--- src/rtl/tcm_pkg.sv ---
`timescale 1ns / 1ps
// ----------------------------------------------------------------------------
// tcm_pkg
// Shared types and constants of the touch coordinate mapper: register
// indexes, mode bit positions, reset values and the control word of the
// pipeline.
// ----------------------------------------------------------------------------
package tcm_pkg;

   localparam int RAW_BITS_DEF    = 12;
   localparam int SCREEN_BITS_DEF = 12;
   localparam int CSR_ADDR_W      = 3;
   localparam int MODE_W          = 4;

   // Register indexes of the configuration port.
   typedef enum logic [CSR_ADDR_W-1:0] {
      REG_MODE_FLAGS    = 3'd0,
      REG_RAW_X_LOW     = 3'd1,
      REG_RAW_X_HIGH    = 3'd2,
      REG_RAW_Y_LOW     = 3'd3,
      REG_RAW_Y_HIGH    = 3'd4,
      REG_SCREEN_WIDTH  = 3'd5,
      REG_SCREEN_HEIGHT = 3'd6
   } reg_index_type;

   // Bit positions in the mode register.
   localparam int MODE_VALID    = 0;
   localparam int MODE_SWAP     = 1;
   localparam int MODE_MIRROR_X = 2;
   localparam int MODE_MIRROR_Y = 3;

   // Reset values of the registers.
   localparam int RAW_LOW_RST       = 200;
   localparam int RAW_HIGH_RST      = 3900;
   localparam int SCREEN_WIDTH_RST  = 320;
   localparam int SCREEN_HEIGHT_RST = 240;

   // Control word that travels alongside the data of each item.
   typedef struct packed {
      logic valid;
      logic ok;
   } ctl_type;

endpackage

--- src/rtl/tcm_axis_front.sv ---
`timescale 1ns / 1ps
// ----------------------------------------------------------------------------
// tcm_axis_front
// Front of one axis: mirror and clamp into the raw window, offset from the
// low edge, then scale by (size - 1), or by zero for a size of zero. Two register stages.
// ----------------------------------------------------------------------------
module tcm_axis_front #(
   parameter int RAW_BITS    = tcm_pkg::RAW_BITS_DEF,
   parameter int SCREEN_BITS = tcm_pkg::SCREEN_BITS_DEF
) (
   input  logic                          clock,
   input  logic [RAW_BITS-1:0]           raw_value,
   input  logic [RAW_BITS-1:0]           raw_low,
   input  logic [RAW_BITS-1:0]           raw_high,
   input  logic                          mirror,
   input  logic [SCREEN_BITS-1:0]        screen_size,
   output logic [RAW_BITS+SCREEN_BITS-1:0] product,
   output logic [RAW_BITS-1:0]           span
);

   localparam int W      = RAW_BITS + 2;
   localparam int PROD_W = RAW_BITS + SCREEN_BITS;

   logic signed [W-1:0]       v_s, lo_s, hi_s, vm_s, vc_s, d_s;
   logic [RAW_BITS-1:0]       offset_in, offset_ff;
   logic [RAW_BITS-1:0]       span_in, span_a_ff, span_b_ff;
   logic [SCREEN_BITS-1:0]    top_in, top_ff;
   logic [PROD_W-1:0]         product_in, product_ff;

   always_comb begin
      v_s  = $signed({2'b00, raw_value});
      lo_s = $signed({2'b00, raw_low});
      hi_s = $signed({2'b00, raw_high});
      // Mirroring reflects the reading about the center of the window.
      if (mirror) begin
         vm_s = hi_s + lo_s - v_s;
      end else begin
         vm_s = v_s;
      end
      vc_s = vm_s;
      if (vc_s < lo_s) begin
         vc_s = lo_s;
      end
      if (vc_s > hi_s) begin
         vc_s = hi_s;
      end
      d_s       = vc_s - lo_s;
      offset_in = d_s[RAW_BITS-1:0];
      span_in   = raw_high - raw_low;
      if (screen_size == '0) begin
         top_in = '0;
      end else begin
         top_in = screen_size - SCREEN_BITS'(1);
      end
      product_in = PROD_W'(offset_ff) * PROD_W'(top_ff);
   end

   always_ff @(posedge clock) begin
      offset_ff  <= offset_in;
      span_a_ff  <= span_in;
      top_ff     <= top_in;
      product_ff <= product_in;
      span_b_ff  <= span_a_ff;
   end

   assign product = product_ff;
   assign span    = span_b_ff;

endmodule

--- src/rtl/tcm_divider.sv ---
`timescale 1ns / 1ps
// ----------------------------------------------------------------------------
// tcm_divider
// Pipelined restoring divider: one quotient bit per register stage. The
// quotient is known to fit SCREEN_BITS bits because the dividend is at most
// span * (size - 1).
// ----------------------------------------------------------------------------
module tcm_divider #(
   parameter int RAW_BITS    = tcm_pkg::RAW_BITS_DEF,
   parameter int SCREEN_BITS = tcm_pkg::SCREEN_BITS_DEF
) (
   input  logic                            clock,
   input  logic [RAW_BITS+SCREEN_BITS-1:0] dividend,
   input  logic [RAW_BITS-1:0]             divisor,
   output logic [SCREEN_BITS-1:0]          quotient
);

   localparam int R = RAW_BITS;
   localparam int Q = SCREEN_BITS;

   logic [R-1:0] rem_ff  [Q];
   logic [Q-1:0] low_ff  [Q];
   logic [Q-1:0] quot_ff [Q];
   logic [R-1:0] div_ff  [Q];

   for (genvar k = 0; k < Q; k++) begin : g_step
      logic [R-1:0] rem_src;
      logic [Q-1:0] low_src;
      logic [Q-1:0] quot_src;
      logic [R-1:0] div_src;
      logic [R:0]   trial;
      logic [R:0]   diff;
      logic [R-1:0] rem_in;
      logic [Q-1:0] low_in;
      logic [Q-1:0] quot_in;

      if (k == 0) begin : g_first
         // The upper bits of the dividend are already below the divisor.
         assign rem_src  = dividend[R+Q-1:Q];
         assign low_src  = dividend[Q-1:0];
         assign quot_src = '0;
         assign div_src  = divisor;
      end else begin : g_next
         assign rem_src  = rem_ff[k-1];
         assign low_src  = low_ff[k-1];
         assign quot_src = quot_ff[k-1];
         assign div_src  = div_ff[k-1];
      end

      always_comb begin
         trial  = {rem_src, low_src[Q-1]};
         diff   = trial - {1'b0, div_src};
         low_in = {low_src[Q-2:0], 1'b0};
         if (trial >= {1'b0, div_src}) begin
            rem_in  = diff[R-1:0];
            quot_in = {quot_src[Q-2:0], 1'b1};
         end else begin
            rem_in  = trial[R-1:0];
            quot_in = {quot_src[Q-2:0], 1'b0};
         end
      end

      always_ff @(posedge clock) begin
         rem_ff[k]  <= rem_in;
         low_ff[k]  <= low_in;
         quot_ff[k] <= quot_in;
         div_ff[k]  <= div_src;
      end
   end

   assign quotient = quot_ff[Q-1];

endmodule

--- src/rtl/touch_coordinate_mapper_core.sv ---
`timescale 1ns / 1ps
// ----------------------------------------------------------------------------
// touch_coordinate_mapper_core
// Linear touchscreen calibration: maps one raw touch sample to a pixel.
// ----------------------------------------------------------------------------
// The block takes one item in every clock cycle; busy is high only during
// reset. Each item passes two front stages (clamp, multiply), then the
// divider, which resolves one quotient bit per pipeline stage, then the
// output register. Each result is shown for one cycle on rsp_valid and
// cannot be held off. Configuration must only be written while no item is
// in flight.
module touch_coordinate_mapper_core #(
   parameter int RAW_BITS    = tcm_pkg::RAW_BITS_DEF,
   parameter int SCREEN_BITS = tcm_pkg::SCREEN_BITS_DEF
) (
   input  logic                                  clock,
   input  logic                                  reset,
   input  logic                                  start,
   output logic                                  busy,
   input  logic [RAW_BITS-1:0]                   req_raw_x,
   input  logic [RAW_BITS-1:0]                   req_raw_y,
   output logic                                  rsp_valid,
   output logic                                  rsp_mapped_ok,
   output logic [SCREEN_BITS-1:0]                rsp_screen_x,
   output logic [SCREEN_BITS-1:0]                rsp_screen_y,
   input  logic                                  csr_we,
   input  logic [tcm_pkg::CSR_ADDR_W-1:0]        csr_addr,
   input  logic [((RAW_BITS > SCREEN_BITS) ? RAW_BITS : SCREEN_BITS)-1:0] csr_wdata
);

   localparam int DEPTH = SCREEN_BITS + 2;

   logic [tcm_pkg::MODE_W-1:0] mode_ff;
   logic [RAW_BITS-1:0]        x_low_ff, x_high_ff, y_low_ff, y_high_ff;
   logic [SCREEN_BITS-1:0]     width_ff, height_ff;

   logic                       accept;
   logic [RAW_BITS-1:0]        axis_x, axis_y;
   tcm_pkg::ctl_type           ctl_in;
   tcm_pkg::ctl_type           ctl_ff [DEPTH];

   logic [RAW_BITS+SCREEN_BITS-1:0] prod_x, prod_y;
   logic [RAW_BITS-1:0]             span_x, span_y;
   logic [SCREEN_BITS-1:0]          quot_x, quot_y;

   logic                       rsp_valid_in, rsp_valid_ff;
   logic                       rsp_ok_in, rsp_ok_ff;
   logic [SCREEN_BITS-1:0]     rsp_x_in, rsp_x_ff, rsp_y_in, rsp_y_ff;

   assign busy   = reset;
   assign accept = start && !busy;

   // Configuration registers.
   always_ff @(posedge clock) begin
      if (reset) begin
         mode_ff   <= '0;
         x_low_ff  <= RAW_BITS'(tcm_pkg::RAW_LOW_RST);
         x_high_ff <= RAW_BITS'(tcm_pkg::RAW_HIGH_RST);
         y_low_ff  <= RAW_BITS'(tcm_pkg::RAW_LOW_RST);
         y_high_ff <= RAW_BITS'(tcm_pkg::RAW_HIGH_RST);
         width_ff  <= SCREEN_BITS'(tcm_pkg::SCREEN_WIDTH_RST);
         height_ff <= SCREEN_BITS'(tcm_pkg::SCREEN_HEIGHT_RST);
      end else if (csr_we) begin
         case (csr_addr)
            tcm_pkg::REG_MODE_FLAGS:    mode_ff   <= csr_wdata[tcm_pkg::MODE_W-1:0];
            tcm_pkg::REG_RAW_X_LOW:     x_low_ff  <= csr_wdata[RAW_BITS-1:0];
            tcm_pkg::REG_RAW_X_HIGH:    x_high_ff <= csr_wdata[RAW_BITS-1:0];
            tcm_pkg::REG_RAW_Y_LOW:     y_low_ff  <= csr_wdata[RAW_BITS-1:0];
            tcm_pkg::REG_RAW_Y_HIGH:    y_high_ff <= csr_wdata[RAW_BITS-1:0];
            tcm_pkg::REG_SCREEN_WIDTH:  width_ff  <= csr_wdata[SCREEN_BITS-1:0];
            tcm_pkg::REG_SCREEN_HEIGHT: height_ff <= csr_wdata[SCREEN_BITS-1:0];
            default: ;
         endcase
      end
   end

   always_comb begin
      if (mode_ff[tcm_pkg::MODE_SWAP]) begin
         axis_x = req_raw_y;
         axis_y = req_raw_x;
      end else begin
         axis_x = req_raw_x;
         axis_y = req_raw_y;
      end
      ctl_in.valid = accept;
      ctl_in.ok    = mode_ff[tcm_pkg::MODE_VALID] && (x_high_ff > x_low_ff)
                     && (y_high_ff > y_low_ff);
   end

   tcm_axis_front #(.RAW_BITS(RAW_BITS), .SCREEN_BITS(SCREEN_BITS)) u_front_x (
      .clock      (clock),
      .raw_value  (axis_x),
      .raw_low    (x_low_ff),
      .raw_high   (x_high_ff),
      .mirror     (mode_ff[tcm_pkg::MODE_MIRROR_X]),
      .screen_size(width_ff),
      .product    (prod_x),
      .span       (span_x)
   );

   tcm_axis_front #(.RAW_BITS(RAW_BITS), .SCREEN_BITS(SCREEN_BITS)) u_front_y (
      .clock      (clock),
      .raw_value  (axis_y),
      .raw_low    (y_low_ff),
      .raw_high   (y_high_ff),
      .mirror     (mode_ff[tcm_pkg::MODE_MIRROR_Y]),
      .screen_size(height_ff),
      .product    (prod_y),
      .span       (span_y)
   );

   tcm_divider #(.RAW_BITS(RAW_BITS), .SCREEN_BITS(SCREEN_BITS)) u_div_x (
      .clock   (clock),
      .dividend(prod_x),
      .divisor (span_x),
      .quotient(quot_x)
   );

   tcm_divider #(.RAW_BITS(RAW_BITS), .SCREEN_BITS(SCREEN_BITS)) u_div_y (
      .clock   (clock),
      .dividend(prod_y),
      .divisor (span_y),
      .quotient(quot_y)
   );

   // Control line that moves in step with the data stages.
   always_ff @(posedge clock) begin
      if (reset) begin
         for (int i = 0; i < DEPTH; i++) begin
            ctl_ff[i] <= '0;
         end
      end else begin
         ctl_ff[0] <= ctl_in;
         for (int i = 1; i < DEPTH; i++) begin
            ctl_ff[i] <= ctl_ff[i-1];
         end
      end
   end

   // An item that fails the calibration check reports zero coordinates.
   always_comb begin
      rsp_valid_in = ctl_ff[DEPTH-1].valid;
      rsp_ok_in    = ctl_ff[DEPTH-1].valid && ctl_ff[DEPTH-1].ok;
      rsp_x_in     = rsp_ok_in ? quot_x : '0;
      rsp_y_in     = rsp_ok_in ? quot_y : '0;
   end

   always_ff @(posedge clock) begin
      if (reset) begin
         rsp_valid_ff <= 1'b0;
         rsp_ok_ff    <= 1'b0;
      end else begin
         rsp_valid_ff <= rsp_valid_in;
         rsp_ok_ff    <= rsp_ok_in;
      end
      rsp_x_ff <= rsp_x_in;
      rsp_y_ff <= rsp_y_in;
   end

   assign rsp_valid     = rsp_valid_ff;
   assign rsp_mapped_ok = rsp_ok_ff;
   assign rsp_screen_x  = rsp_x_ff;
   assign rsp_screen_y  = rsp_y_ff;

   // Every accepted item produces a result exactly at the pipeline latency.
   a_item_out: assert property (@(posedge clock) disable iff (reset)
      accept |=> ##(DEPTH) rsp_valid_ff)
      else $error("accepted item did not produce a result on time");

   // No result appears without an item taken at the matching cycle.
   a_no_phantom: assert property (@(posedge clock) disable iff (reset)
      rsp_valid_ff |-> $past(accept, DEPTH + 1))
      else $error("result without a matching item");

   // A rejected mapping reports zero coordinates.
   a_zero_on_fail: assert property (@(posedge clock) disable iff (reset)
      rsp_valid_ff && !rsp_ok_ff |-> (rsp_x_ff == '0) && (rsp_y_ff == '0))
      else $error("nonzero coordinates on a failed mapping");

   // The ok flag is only raised on a result cycle.
   a_ok_with_valid: assert property (@(posedge clock) disable iff (reset)
      rsp_ok_ff |-> rsp_valid_ff)
      else $error("mapped_ok outside a result cycle");

endmodule

--- config.mk ---
export PLATFORM = sky130hd
export DESIGN_NAME = touch_coordinate_mapper_core
export DESIGN_NICKNAME = d
export VERILOG_FILES = /design/src/rtl/tcm_pkg.sv /design/src/rtl/tcm_axis_front.sv /design/src/rtl/tcm_divider.sv /design/src/rtl/touch_coordinate_mapper_core.sv
export SDC_FILE = /design/constraint.sdc
export NUM_CORES = 2
export LEC_CHECK = 0
export ABC_AREA = 1
export BUFFER_PORTS_ARGS = -buffer_cell sky130_fd_sc_hd__buf_4
export CAP_MARGIN = 40
export CORE_ASPECT_RATIO = 1.25
export CORE_MARGIN = 2
export CORE_UTILIZATION = 40
export CTS_CLUSTER_SIZE = 8
export DETAILED_ROUTE_END_ITERATION = 8
export PLACE_DENSITY = 0.51
export REMOVE_ABC_BUFFERS = 1
export SETUP_SLACK_MARGIN = 0.1
export SLEW_MARGIN = 10
export SYNTH_ARGS = -nofsm -noshare
export SYNTH_HDL_FRONTEND = slang
export SYNTH_SLANG_ARGS = --single-unit
--- constraint.sdc ---
create_clock -name clock -period 11.7 [get_ports clock]
set_input_delay 1.755 -clock clock [delete_from_list [all_inputs] [get_ports clock]]
set_output_delay 1.755 -clock clock [all_outputs]
set_load 0.03 [all_outputs]
# == After elaboration in Yosys (flattened, before gate mapping) ==
# Memories as Yosys holds them, arrays and structs flattened. A register that Yosys moved wholly into a read port is not among the register bits.
# Cells that the tools add are included.
# totals
ff_bits,222
latch_bits,0
ramBits,1156
rom_bits,0
output_inout_bits,27
wordCells,204
memories,9
# mem_list
name,depth,word_bits,rd,rd_clocked_by_memory_dff,write_ports,line_no,rtl
u_div_x.div_ff,12,12,11,0,12,tcm_divider.sv:24,logic [R-1:0] div_ff [Q];
u_div_x.quot_ff,12,12,12,1,12,tcm_divider.sv:23,logic [Q-1:0] quot_ff [Q];
u_div_x.rem_ff,12,12,11,0,12,tcm_divider.sv:21,logic [R-1:0] rem_ff [Q];
u_div_y.div_ff,12,12,11,0,12,tcm_divider.sv:24,
u_div_y.quot_ff,12,12,12,1,12,tcm_divider.sv:23,
u_div_y.rem_ff,12,12,11,0,12,tcm_divider.sv:21,
+3 memories,-,-,-,-,-,-,
# classes
n_addsub,34
mul,2
div_mod_pow,0
magnitude_cmp,30
n_eq_ne,6
shifts,0
mux,73
n_bitwise,14
n_reduce_logical,17
# ops
op,n
12-bit 2-to-1 mux,28
12-bit subtractor,28
13-bit by 12-bit greater-or-equal comparator with 1-bit output,24
14-bit 2-to-1 mux,4
12-bit by 12-bit multiplier with 24-bit output,2
14-bit by 13-bit > comparator with 1-bit output,2
14-bit by 13-bit < comparator with 1-bit output,2
2-bit 2-to-1 mux,14
14-bit by 13-bit subtractor with 14-bit output,2
1-bit 2-to-1 mux,27
12-bit by 12-bit adder with 13-bit output,2
12-bit > comparator,2
12-bit zero test,2
12-bit by 1-bit subtractor with 12-bit output (second input constant),2
1-bit OR,14
2-bit AND reduction,7
3-bit == test (second input constant),3
3-bit by 2-bit == test with 1-bit output (second input constant),2
1-bit logical AND,4
3-bit by 1-bit == test with 1-bit output (second input constant),1
1-bit zero test,3
3-bit zero test,1

# == Depth between registers and ports, before layout ==
# logic_depth
ltp_word,8
depth_mapped,56
depth_no_buf,53

# == Hierarchy ==
# Synthesis repeated with hierarchy kept, for this count alone.
# hier_totals
cells_unflattened,8141
area_unflattened_um2,62640.1
# by_module_without_submodules
mod,instances,cells_per_inst,area_per_inst_um2,seq_area_each_um2
tcm_divider at u_div_y,1,2489,19346.1,8167.8
tcm_divider at u_div_x,1,2512,19105.8,8167.8
tcm_axis_front at u_front_x,1,1235,9570.4,1441.4
tcm_axis_front at u_front_y,1,1235,9517.9,1441.4
touch_coordinate_mapper_core,1,670,5099.9,2602.5

# == Worst setup path after synthesis ==
# Ideal clock, no wire load.
# synth_path
path_type,input-to-reg
from,input port req_raw_y[1]
to,register u_front_y.offset_ff[10]
arrival_time_ns,7.491
required_time_ns,11.628
slack_ns,4.138
stages,44
path_buffers,2
cell_sequence,inv_1 > o21ai_0 > inv_1 > ha_1 > a21oi_1 > o21ai_2 > nand2_1 > nand2_1 > a21oi_1 > xor2_1 > a21boi_0 > ha_1 > nand2_1 > nor2_1 > a211oi_1 > nand2_1 > a31oi_1 > ha_1 > (+8 left out) > nand3_1 > nand3_1 > nand2_1 > nand2_2 > nand2_4 > buf_6 > o21ai_1 > ha_1 > inv_1 > fa_1 > nand3_1 > nand2_1 > a21boi_0 > o21ai_0 > a21oi_1 > nor2_1 > nor2_1 > xor2_1
# synth_between
elab_chain_len,8
# synth_rtl
element,line_no,rtl
"start, declared",touch_coordinate_mapper_core.sv:21,"input logic [RAW_BITS-1:0] req_raw_y,"
12-bit 2-to-1 mux (*),touch_coordinate_mapper_core.sv:78,if (mode_ff[tcm_pkg::MODE_SWAP]) begin
14-bit by 13-bit subtractor with 14-bit output,tcm_axis_front.sv:36,vm_s = hi_s + lo_s - v_s;
14-bit 2-to-1 mux (*),tcm_axis_front.sv:35,if (mirror) begin
14-bit by 13-bit < comparator with 1-bit output,tcm_axis_front.sv:41,if (vc_s < lo_s) begin
14-bit 2-to-1 mux (*),tcm_axis_front.sv:41,
14-bit by 13-bit > comparator with 1-bit output,tcm_axis_front.sv:44,if (vc_s > hi_s) begin
12-bit 2-to-1 mux (*),tcm_axis_front.sv:44,
12-bit subtractor (*),tcm_axis_front.sv:47,d_s = vc_s - lo_s;
net u_front_y.d_s[10],tcm_axis_front.sv:24,"logic signed [W-1:0] v_s, lo_s, hi_s, vm_s, vc_s, d_s;"
"end signal, assigned",tcm_axis_front.sv:59,offset_ff <= offset_in;
"end, declared",tcm_axis_front.sv:25,"logic [RAW_BITS-1:0] offset_in, offset_ff;"
# Mark *: on every way through the listed nets, which the timed path passes. The rest lies on a longest branch.
# A chain may end at the register's enable or synchronous reset.

# == Worst setup path after layout ==
# layout_path
from,register x_low_ff[2]
to,register u_front_x.offset_ff[10]
# layout_between
elab_chain_len,8
# layout_rtl
element,line_no,rtl
"start, declared",touch_coordinate_mapper_core.sv:34,"logic [RAW_BITS-1:0] x_low_ff, x_high_ff, y_low_ff, y_high_ff;"
"start signal, assigned",touch_coordinate_mapper_core.sv:57,x_low_ff <= RAW_BITS'(tcm_pkg::RAW_LOW_RST);
"start signal, assigned",touch_coordinate_mapper_core.sv:66,tcm_pkg::REG_RAW_X_LOW: x_low_ff <= csr_wdata[RAW_BITS-1:0];
12-bit by 12-bit adder with 13-bit output,tcm_axis_front.sv:36,
14-bit by 13-bit subtractor with 14-bit output,tcm_axis_front.sv:36,
14-bit 2-to-1 mux,tcm_axis_front.sv:35,
14-bit by 13-bit < comparator with 1-bit output,tcm_axis_front.sv:41,
14-bit 2-to-1 mux,tcm_axis_front.sv:41,
14-bit by 13-bit > comparator with 1-bit output,tcm_axis_front.sv:44,
12-bit 2-to-1 mux,tcm_axis_front.sv:44,
12-bit subtractor (*),tcm_axis_front.sv:47,
net u_front_x.d_s[10],tcm_axis_front.sv:24,
"end signal, assigned",tcm_axis_front.sv:59,
"end, declared",tcm_axis_front.sv:25,
# Marks and branches as above.

==> run_summary.xml <==
<?xml version="1.0" encoding="UTF-8"?>
<metrics>
  <group name="status">
    <metric name="status" unit="">completed</metric>
  </group>
  <group name="clock_network">
    <metric name="cts.sinks" unit="">1090</metric>
    <metric name="root_buffer" unit="">clkbuf_16</metric>
    <metric name="h-tree-depth" unit="">4</metric>
    <metric name="cts_tree" unit="">done</metric>
    <metric name="hold_buffers" unit="">0</metric>
    <metric name="postCtsSetupRepairBufs" unit="">0</metric>
    <metric name="longest_clk_path_bufs" unit="">3</metric>
    <metric name="post_cts_resize_count" unit="">0</metric>
    <metric name="cts.reportedPaths.clkPinSlew" unit="ns">0.05</metric>
    <metric name="cts_bufs_inserted" unit="">156</metric>
    <metric name="clock_latency" unit="ns">0.77</metric>
  </group>
  <group name="synthesis">
    <metric name="post_synth_fa_ha_maj_area_fraction" unit="%">20.8</metric>
    <metric name="ys_seq_elements" unit="">1090</metric>
    <metric name="post_synthesis_async_set_or_reset_flop_share" unit="%">0</metric>
    <metric name="number_of_flops_mapped_to_enable_cells_by_yosys" unit="">0</metric>
    <metric name="avgSynthCellArea" unit="µm²">8.50</metric>
    <metric name="synthMostInstantiatedCell" unit="">dfxtp_1</metric>
    <metric name="netlist-cell-type-count" unit="">59</metric>
    <metric name="synth_compound_area_share" unit="%">11.0</metric>
    <metric name="synth_area_leaders" unit="">dfxtp_1 39%, ha_1 13%, fa_1 8.3%</metric>
    <metric name="syn-instance-count" unit="">6540</metric>
    <metric name="synth.cells.most_frequent" unit="">1090 x dfxtp_1, 1088 x inv_1, 1079 x nand2_1</metric>
    <metric name="post_synth_xor_area_fraction" unit="%">5.12</metric>
    <metric name="synthSimpleGateAreaFrac" unit="%">14.9</metric>
    <metric name="synth.cell_area" unit="µm²">55600</metric>
    <metric name="yosys_warnings" unit="">0</metric>
    <metric name="synth_largest_type_area_fraction" unit="%">39.2</metric>
    <metric name="main_combinational_cell_family_by_area_after_synthesis" unit="">adder cells</metric>
    <metric name="yosys-mux-area-fraction" unit="%">0.108</metric>
    <metric name="seq_area_frac_synth" unit="%">39.2</metric>
    <metric name="synth_top_cell_by_area" unit="">dfxtp_1</metric>
    <metric name="synth-main-ff-cell" unit="">dfxtp_1</metric>
  </group>
  <group name="grt">
    <metric name="overflow" unit="">0</metric>
    <metric name="met1_usage" unit="%">19.5</metric>
    <metric name="most_crowded_layer_after_global_routing" unit="">met2</metric>
    <metric name="global_route_wire_length_before_repair" unit="µm">207000</metric>
    <metric name="grt_pass1_vias" unit="">41600</metric>
    <metric name="gr-usage-met2" unit="%">34.3</metric>
    <metric name="number_of_antenna_violations_at_the_first_check_in_global_routing" unit="">0</metric>
    <metric name="groute.layer.met3.usage" unit="%">2.65</metric>
    <metric name="total_global_route_track_usage" unit="%">18.1</metric>
    <metric name="grt_start_max_net_pins" unit="">75</metric>
  </group>
  <group name="critical_path">
    <metric name="crit_required" unit="ns">12.39</metric>
    <metric name="critical_path_arrival" unit="ns">9.12</metric>
    <metric name="worst_path_largest_cell_delay" unit="ns">0.47</metric>
    <metric name="reg2reg_depth" unit="">51</metric>
    <metric name="path_class" unit="">flip-flop to flip-flop</metric>
    <metric name="critical_path.slowest_cell" unit="">ha_1</metric>
    <metric name="critPathLaunchType" unit="">flip-flop</metric>
    <metric name="timing.critical_path.mode_cell" unit="">nand2_1</metric>
    <metric name="cp-end-kind" unit="">flip-flop</metric>
    <metric name="crit_path_max_fanout" unit="">23</metric>
    <metric name="timing.reg2reg.setup_slack" unit="ns">3.27</metric>
  </group>
  <group name="timing">
    <metric name="timing.final.crit_share" unit="%">72.1</metric>
    <metric name="worst_slew_margin_rel" unit="%">51.3</metric>
    <metric name="tightestPinTransition" unit="ns">0.730</metric>
    <metric name="timing_max_transition_violations_final" unit="">0</metric>
    <metric name="min_period" unit="ns">8.43</metric>
    <metric name="setup_total_negative_slack" unit="ns">0</metric>
    <metric name="final_hold_viol_count" unit="">0</metric>
    <metric name="timing.final.setup_violations" unit="">0</metric>
    <metric name="achievable-frequency" unit="GHz">0.119</metric>
    <metric name="finClkSkew" unit="ns">0.0382</metric>
    <metric name="worst_slack" unit="ns">3.27</metric>
    <metric name="rsz_0062_raised_after_global_routing" unit="">false</metric>
  </group>
  <group name="detailed_routing">
    <metric name="drt_wl_total" unit="µm">127000</metric>
    <metric name="drtPass1Iterations" unit="">5</metric>
    <metric name="drt_iter0_markers" unit="">1485</metric>
    <metric name="vias_per_cell" unit="">4.76</metric>
    <metric name="postRouteAntennaNets" unit="">0</metric>
    <metric name="remaining_drc_errors" unit="">0</metric>
    <metric name="vias" unit="">40500</metric>
    <metric name="routedWlPerCell" unit="µm">14.9</metric>
  </group>
  <group name="floorplanning">
    <metric name="floorplan.initialDensity" unit="%">40.4</metric>
    <metric name="floorplan.die.height" unit="µm">421</metric>
    <metric name="floorplan.core_area" unit="µm²">138000</metric>
    <metric name="floorplan.die_area" unit="µm²">142000</metric>
    <metric name="dieWidth" unit="µm">337</metric>
    <metric name="fp-row-count" unit="">152</metric>
    <metric name="pin_count" unit="">70</metric>
  </group>
  <group name="job">
    <metric name="max_cap_viols" unit="">0</metric>
  </group>
  <group name="finish">
    <metric name="area_growth_syn_to_layout" unit="%">11.8</metric>
    <metric name="fin_cells" unit="">8507</metric>
    <metric name="num_antenna_cells" unit="">0</metric>
    <metric name="design.final.nets" unit="">7466</metric>
    <metric name="post_route_cells_drive_above_1_share" unit="%">5.54</metric>
  </group>
  <group name="hold_path">
    <metric name="worst_hold_path.num_cells" unit="">0</metric>
    <metric name="hold_path_class" unit="">flip-flop to flip-flop</metric>
  </group>
  <group name="place">
    <metric name="place_ws" unit="ns">2.96</metric>
    <metric name="number_of_buffers_inserted_by_port_buffering" unit="">69</metric>
    <metric name="routabilityCongestion" unit="">0.893</metric>
    <metric name="place.detailed.instances" unit="">8327</metric>
    <metric name="dpl.hpwl" unit="µm">102000</metric>
  </group>
</metrics>
## per-stage QoR
| step | util (%) | hold WS [ns] | instance area (µm²) |
|---|---|---|---|
| 2_1_floorplan | - | 0.310 | 54800 |
| 3_3_place_gp | 41.9 | 0.310 | 57600 |
| 3_5_place_dp | 42.0 | 0.312 | 57800 |
| 4_1_cts | 45.1 | 0.312 | 62100 |
| 5_1_grt | 45.1 | 0.321 | 62100 |
| 6_report | 45.1 | 0.311 | 62100 |
## routing by layer
layer	wire, µm	vias up
li1	-	20900
met1	51400	18700
met2	66100	603
met3	3900	280
met4	5640	0
met5	0	-
## critical path, delay by kind of cell (launching register included)
kind	cells	cell delay, ns
buffers and inverters	7	0.98
XOR/XNOR	3	0.69
AND/OR/NAND/NOR	22	1.86
flip-flops	1	0.32
AO/OA/AOI/OAI	12	2.07
adder cells (fa/ha/maj)	7	2.40
## path summary, 6_finish.rpt
| check | end | from |
|---|---|---|
| max | u_front_x.offset_ff[10] | x_low_ff[2] |
| min reg2reg | u_div_y.low_ff[9][9] | u_div_y.low_ff[8][8] |
| min | u_div_y.low_ff[9][9] | u_div_y.low_ff[8][8] |
| max reg2reg | u_front_x.offset_ff[10] | x_low_ff[2] |
## final cells by class
type,instances,area (µm²)
fillers,13600,75600
multi-input cells,4204,28800
flip-flops and latches,1090,21800
inverters,1097,4120
clock buffers,163,3980
well taps,1848,2310
repair buffers,88,754
clock inverters,17,314
## flip-flops by register name, summed over array words and instances (netlist names), 24 cells and up
| register | flops |
|---|---|
| u_div_y.rem_ff | 132 |
| u_div_x.low_ff | 66 |
| u_div_y.quot_ff | 78 |
| u_div_y.div_ff | 132 |
| u_div_x.quot_ff | 78 |
| u_div_x.rem_ff | 132 |
| u_div_x.div_ff | 132 |
| u_front_x.product | 24 |
| u_div_y.low_ff | 66 |
| u_front_y.product | 24 |
| ctl_ff | 28 |
## cell usage in the layout, fill, tap and decap left out, drive strengths merged, types with 29 or more instances in the layout
| master | instances |
|---|---|
| ha | 556 |
| buf | 88 |
| nand2 | 1095 |
| xor2 | 197 |
| dfxtp | 1090 |
| xnor2 | 128 |
| a31oi | 29 |
| nor2 | 596 |
| o211ai | 31 |
| nand3 | 127 |
| a21oi | 614 |
| fa | 230 |
| nor3 | 62 |
| inv | 1102 |
| o21ai | 291 |
| clkbuf | 163 |
| nand4 | 64 |
## cells by family (layout without fill, tap and decap cells)
family | count (synthesis) | in the layout
buffers and inverters | 1246 | 1365
flip-flops | 1090 | 1090
multiplexers | 6 | 6
AND/OR/NAND/NOR | 2010 | 2010
XOR/XNOR | 325 | 325
AO/OA/AOI/OAI | 1077 | 1077
adder cells (fa/ha/maj) | 786 | 786
Power is not shown: default switching activity piles up to over one toggle a cycle in this logic, so the estimate is an artifact.
